**src/rtl/core/mlpswu_pkg.sv**
```systemverilog
// shared types, constants and the sigmoid table for the synaptic weight update block
// no dependencies
package mlpswu_pkg;

  localparam int FRAC_BITS  = 24;
  localparam int SIG_N      = 256;
  localparam int SIG_IDX_W  = $clog2(SIG_N);
  localparam int ACC_W      = 48;
  localparam int COEF_COUNT = 52;
  localparam int COEF_AW    = 6;

  // coefficient map
  localparam logic [COEF_AW-1:0] L2_PRE_BASE  = 6'd32;
  localparam logic [COEF_AW-1:0] L2_POST_BASE = 6'd40;
  localparam logic [COEF_AW-1:0] OUT_PRE_BASE = 6'd48;
  localparam logic [COEF_AW-1:0] OUT_POST_BASE = 6'd50;

  // configuration register indexes
  localparam logic CFG_LEARN_RATE = 1'b0;
  localparam logic CFG_MAX_WEIGHT = 1'b1;

  typedef enum logic [1:0] {
    FUNC_LOAD   = 2'd0,
    FUNC_PRE    = 2'd1,
    FUNC_POST   = 2'd2,
    FUNC_UNUSED = 2'd3
  } func_e;

  // request to the shared multiply-accumulate unit
  typedef struct packed {
    logic signed [31:0]      a;
    logic signed [31:0]      b;
    logic signed [ACC_W-1:0] addend;
    logic                    short_shift;
  } mac_req_t;

  // coefficient memory access
  typedef struct packed {
    logic                 we;
    logic [COEF_AW-1:0]   waddr;
    logic signed [31:0]   wdata;
    logic [COEF_AW-1:0]   raddr;
  } coef_req_t;

  typedef logic signed [31:0] sig_rom_t [SIG_N+1];

  // unsigned long division by shift and subtract, only used to build the table
  function automatic longint unsigned tbl_udiv(longint unsigned n, longint unsigned d);
    longint unsigned q, r;
    q = '0;
    r = '0;
    for (int b = 63; b >= 0; b--) begin
      r = (r << 1) | ((n >> b) & 64'd1);
      if (r >= d) begin
        r = r - d;
        q = q | (64'd1 << b);
      end
    end
    return q;
  endfunction

  // sigmoid table, worked out at elaboration
  function automatic sig_rom_t build_sig_rom();
    sig_rom_t          rom;
    longint            d;
    longint unsigned   mag, a, u, term, e, den, num;
    longint            sum;
    for (int i = 0; i <= SIG_N; i++) begin
      d   = 16 * longint'(i) - 8 * longint'(SIG_N);
      mag = longint'(d < 0 ? -d : d);
      a   = (mag << 31) >> SIG_IDX_W;
      u   = a >> 8;
      term = 64'd1 << 31;
      sum  = longint'(64'd1 << 31);
      for (int k = 1; k <= 5; k++) begin
        term = tbl_udiv((term * u) >> 31, longint'(k));
        if ((k & 1) != 0) sum = sum - longint'(term);
        else sum = sum + longint'(term);
      end
      e = longint'(sum);
      for (int k = 0; k < 8; k++) e = (e * e + (64'd1 << 30)) >> 31;
      den = (64'd1 << 31) + e;
      num = (d >= 0) ? (64'd1 << 31) : e;
      rom[i] = 32'(tbl_udiv((num << FRAC_BITS) + (den >> 1), den));
    end
    return rom;
  endfunction

  localparam sig_rom_t SIG_ROM = build_sig_rom();

endpackage

```
**src/rtl/core/mlpswu_mac.sv**
```systemverilog
// shared multiply-accumulate unit: addend + floor(a*b / 2^shift)
// depends on mlpswu_pkg
module mlpswu_mac (
  input  mlpswu_pkg::mac_req_t             req_i,
  output logic signed [mlpswu_pkg::ACC_W-1:0] sum_o
);
  import mlpswu_pkg::*;

  logic signed [63:0] prod;
  logic signed [63:0] shifted;

  // exact product, arithmetic shift rounds toward minus infinity
  assign prod    = 64'(req_i.a) * 64'(req_i.b);
  assign shifted = req_i.short_shift ? (prod >>> 16) : (prod >>> FRAC_BITS);
  assign sum_o   = shifted[ACC_W-1:0] + req_i.addend;

endmodule

```
**config.mk**
```make
export PLATFORM = sky130hd
export DESIGN_NAME = mlpswu_mac
export DESIGN_NICKNAME = d
export VERILOG_FILES = /design/src/rtl/core/mlpswu_pkg.sv /design/src/rtl/core/mlpswu_mac.sv
export SDC_FILE = /design/constraint.sdc
export NUM_CORES = 2
export LEC_CHECK = 0
export BUFFER_PORTS_ARGS = -buffer_cell sky130_fd_sc_hd__buf_2
export CAP_MARGIN = 20
export CORE_UTILIZATION = 45
export DETAILED_ROUTE_END_ITERATION = 10
export GPL_TIMING_DRIVEN = 0
export PLACE_DENSITY_LB_ADDON = 0.15
export SLEW_MARGIN = 20
export SYNTH_ARGS = -nofsm -noshare
export SYNTH_HDL_FRONTEND = slang
export SYNTH_SLANG_ARGS = --single-unit
export TNS_END_PERCENT = 30
```
**constraint.sdc**
```tcl
create_clock -name vclk -period 41
set_input_delay 8.2 -clock vclk [all_inputs]
set_output_delay 8.2 -clock vclk [all_outputs]
set_load 0.1 [all_outputs]
```
Word-level counts from Yosys, hierarchy flattened. Cells that the tools add are included.

Add/sub/neg operators: 1. Multiply operators: 1. Mux-type cells: 1.

Operators with widths (number): multiplier 32 x 32 -> 64 bit (1); adder 48 bit (1); two-way mux 47 bit (1).

Bits in registers: 0. Input port bits: 113. Output and inout port bits: 48. Word-level logic and storage cells: 3.

Logic depth before layout (Yosys ltp).
Depth in word-level cells: 3. Gate-level depth with buffers: 39. Gate-level depth less buffers: 37.

Worst setup path after synthesis. OpenSTA, ideal clock, no wires.

Kind: input port to output port. Start point: in req_i[112] in the netlist's numbering. End point: out sum_o[44] in the netlist's numbering. Arrival: 19027 ps. Required time: 32800 ps. Slack: 13773 ps. Stages: 38. Path buffers: 3. Cell sequence: clkbuf_1 -> nand2_1 -> inv_1 -> fa_1 -> inv_1 -> fa_1 -> inv_1 -> fa_1 -> fa_1 -> inv_1 -> fa_1 -> inv_1 -> fa_1 -> inv_1 -> fa_1 -> inv_1 -> fa_1 -> ha_1 -> [2 not listed] -> a21o_1 -> a21oi_1 -> o211ai_1 -> a31oi_1 -> o21ai_0 -> o21ai_0 -> a21oi_1 -> nor3b_2 -> a21o_1 -> ha_1 -> clkbuf_1 -> a21o_1 -> a21o_1 -> a21oi_1 -> o21bai_1 -> o21a_1 -> o21a_1 -> o21ai_0.

Cells in the longest elaborated chain, start to end: 3.

RTL lines: start, declared (RTL line mlpswu_mac.sv:4) `input mlpswu_pkg::mac_req_t req_i,`; multiplier 32 x 32 -> 64 bit (RTL line mlpswu_mac.sv:13) `assign prod = 64'(req_i.a) * 64'(req_i.b);`; two-way mux 47 bit (RTL line mlpswu_mac.sv:14) `assign shifted = req_i.short_shift ? (prod >>> 16) : (prod >>> FRAC_BITS);`; adder 48 bit (RTL line mlpswu_mac.sv:15) `assign sum_o = shifted[ACC_W-1:0] + req_i.addend;`; end, declared (RTL line mlpswu_mac.sv:5) `output logic signed [mlpswu_pkg::ACC_W-1:0] sum_o`.

Every way passes these cells.

Final worst setup path.
Start point: in req_i[55] in the netlist's numbering. End point: out sum_o[45] in the netlist's numbering.

Same word-level chain as after synthesis.

==> reports/summary.txt <==
CP Capture Type = output pin
cell taking the most area after synthesis = fa_1
slowest stage cell, crit path = fa_1
Post-Route Setup TNS = 0 ns
global route overflow = 0
Tot GR Track Use = 0.326
headroom to the max-slew limit = 0.203
wire per inst = 24.6 um
Net Count, Synth = 5,682
final hold vios = 0
Worst Path Required = 32.80 ns
RSZ-0062 raised after global routing = false
GRT busiest layer = met2
share of the synthesized area in the top cell type = 0.558
final worst-path cycle share = 0.693
Iteration-0 DRC Markers = 2,369
Via density = 5.42
met2 Resource Use GR = 0.529
commonest non-fill, non-tap cell in the layout = fa_1
met1 Use GR = 0.439
post-DP HPWL = 122,000 um
critical path launch point type = input pin
nets = 5,845
fillcell total = 8,454
register area share after synthesis = 0
Crit path arrival time = 20.22 ns
fin cells = 5,569
Post-Syn Area = 38,800 um2
highest-count cells in the layout ignoring fill and taps = fa_1 (1,081), inv_1 (958), nand2_1 (591), and2_1 (482), ha_1 (229)
Syn Inst Count = 4,258
largest cells by area after synthesis = fa_1 (56%), inv_1 (9.3%), and2_1 (7.8%), ha_1 (7.4%), nand2_1 (5.7%)
gpl congestion = 1.00
die span in x = 296 um
fin crit period = 28.42 ns
Finish-stage setup viols = 0
first-pass GRT wire length = 206,000 um
die area = 87,400 um2
I/O pin cnt = 161
Initial Util = 0.455
max incr delay on CP = 0.87 ns
Pre-Repair DR Iteration Count = 5
Tightest Pin Transition = 1.19 ns
# clk buffers = 0
met3 Use GR = 0.0514
drt drc = 0
Die Y = 296 um
Max Cap Violations = 0
# placed instances = 5,563
Fmax = 35.2 MHz
Synth warnings = 0
Routed Antenna Nets = 0
Setup CP Type = in2out
row count = 107
HP Class = in2out
initial antenna violation count = 11
run status = finished clean
Hold-fix buffers, CTS = 0
core area = 85,300 um2
setup bufs post-CTS = 0
Post-Route WL = 137,000 um
Max FO, Critical Path = 10
most used cell, CP = fa_1
layout cell share with drive strength beyond 1 = 0.0468
Reg area = 0 um2
final sequential cell count = 0
Post-Syn Area per Cell = 9.12 um2
multi-input logic area = 34,400 um2
post-synth cell types = 65
largest net degree at the start of global routing = 22
Final Max Tran Viols = 0
vias = 30,200
vias in the first global route = 31,600
Layout area overhead = 5.85%
I/O Buffers = 160
post_cts resized = 0
==> stage by stage <==
stage | utilization | area [um2] | worst slack [ns] | hold slack [ns]
6_report | 0.482 | 41100 | 12.58 | 16.97
5_1_grt | 0.482 | 41100 | 11.82 | 16.99
4_1_cts | 0.482 | 41100 | 12.61 | 16.98
3_5_place_dp | 0.482 | 41100 | 12.64 | 16.98
3_3_place_gp | 0.481 | 41100 | 12.71 | 16.97
2_1_floorplan | - | 38800 | 13.77 | 16.95
==> critical path, delay by kind of cell <==
family	cells	cell delay, ns
simple gates	4	1.17
buf+inv	12	2.91
fa+ha+maj	10	5.10
compound gates	15	2.78
==> metal layers <==
metal | wire, um | up-vias
li1 | - | 12800
met1 | 54800 | 15800
met2 | 63800 | 1321
met3 | 11800 | 251
met4 | 6840 | 4
met5 | 22 | -
==> Yosys cell counts (9+ instances only) <==
cell type and count:
nor2_1 83, nor3_1 10, a21o_1 67, a31oi_1 14, a31o_2 11, o21a_1 10
nand2b_1 15, inv_1 958, o21bai_1 24, xor2_1 33, ha_1 229, fa_1 1082
mux2_2 23, and2_1 482, a211oi_1 9, nand4_1 17, xnor2_1 67, nand3_1 27
clkbuf_1 221, a21oi_1 111, o21ai_0 61, and3_1 13, nand2_1 591
==> path summary, 6_finish.rpt <==
check,from,depth (start not counted),end
setup / recovery,req_i[55],41,sum_o[45]
hold / removal,req_i[1],3,sum_o[0]
==> area by class of cell <==
cell class         instances  share of cell area
inverters                959              0.0876
multi-input cells       3073               0.837
repair buffers           161              0.0200
diodes                     6            0.000365
well taps               1144              0.0348
plain buffers            226              0.0207
==> kinds of logic (layout without fill, tap and decap cells) <==
logic type                 after synthesis  count (layout)  synth area share
xor gates and xnor gates               101             101            0.0231
AOI/OAI and AO/OA                      364             364            0.0617
adders and majority gates             1311            1311             0.632
buffers and inverters                 1185            1346             0.115
and+or+nand+nor                       1269            1269             0.161
muxes                                   28              28           0.00796
other                                    0               6                 0
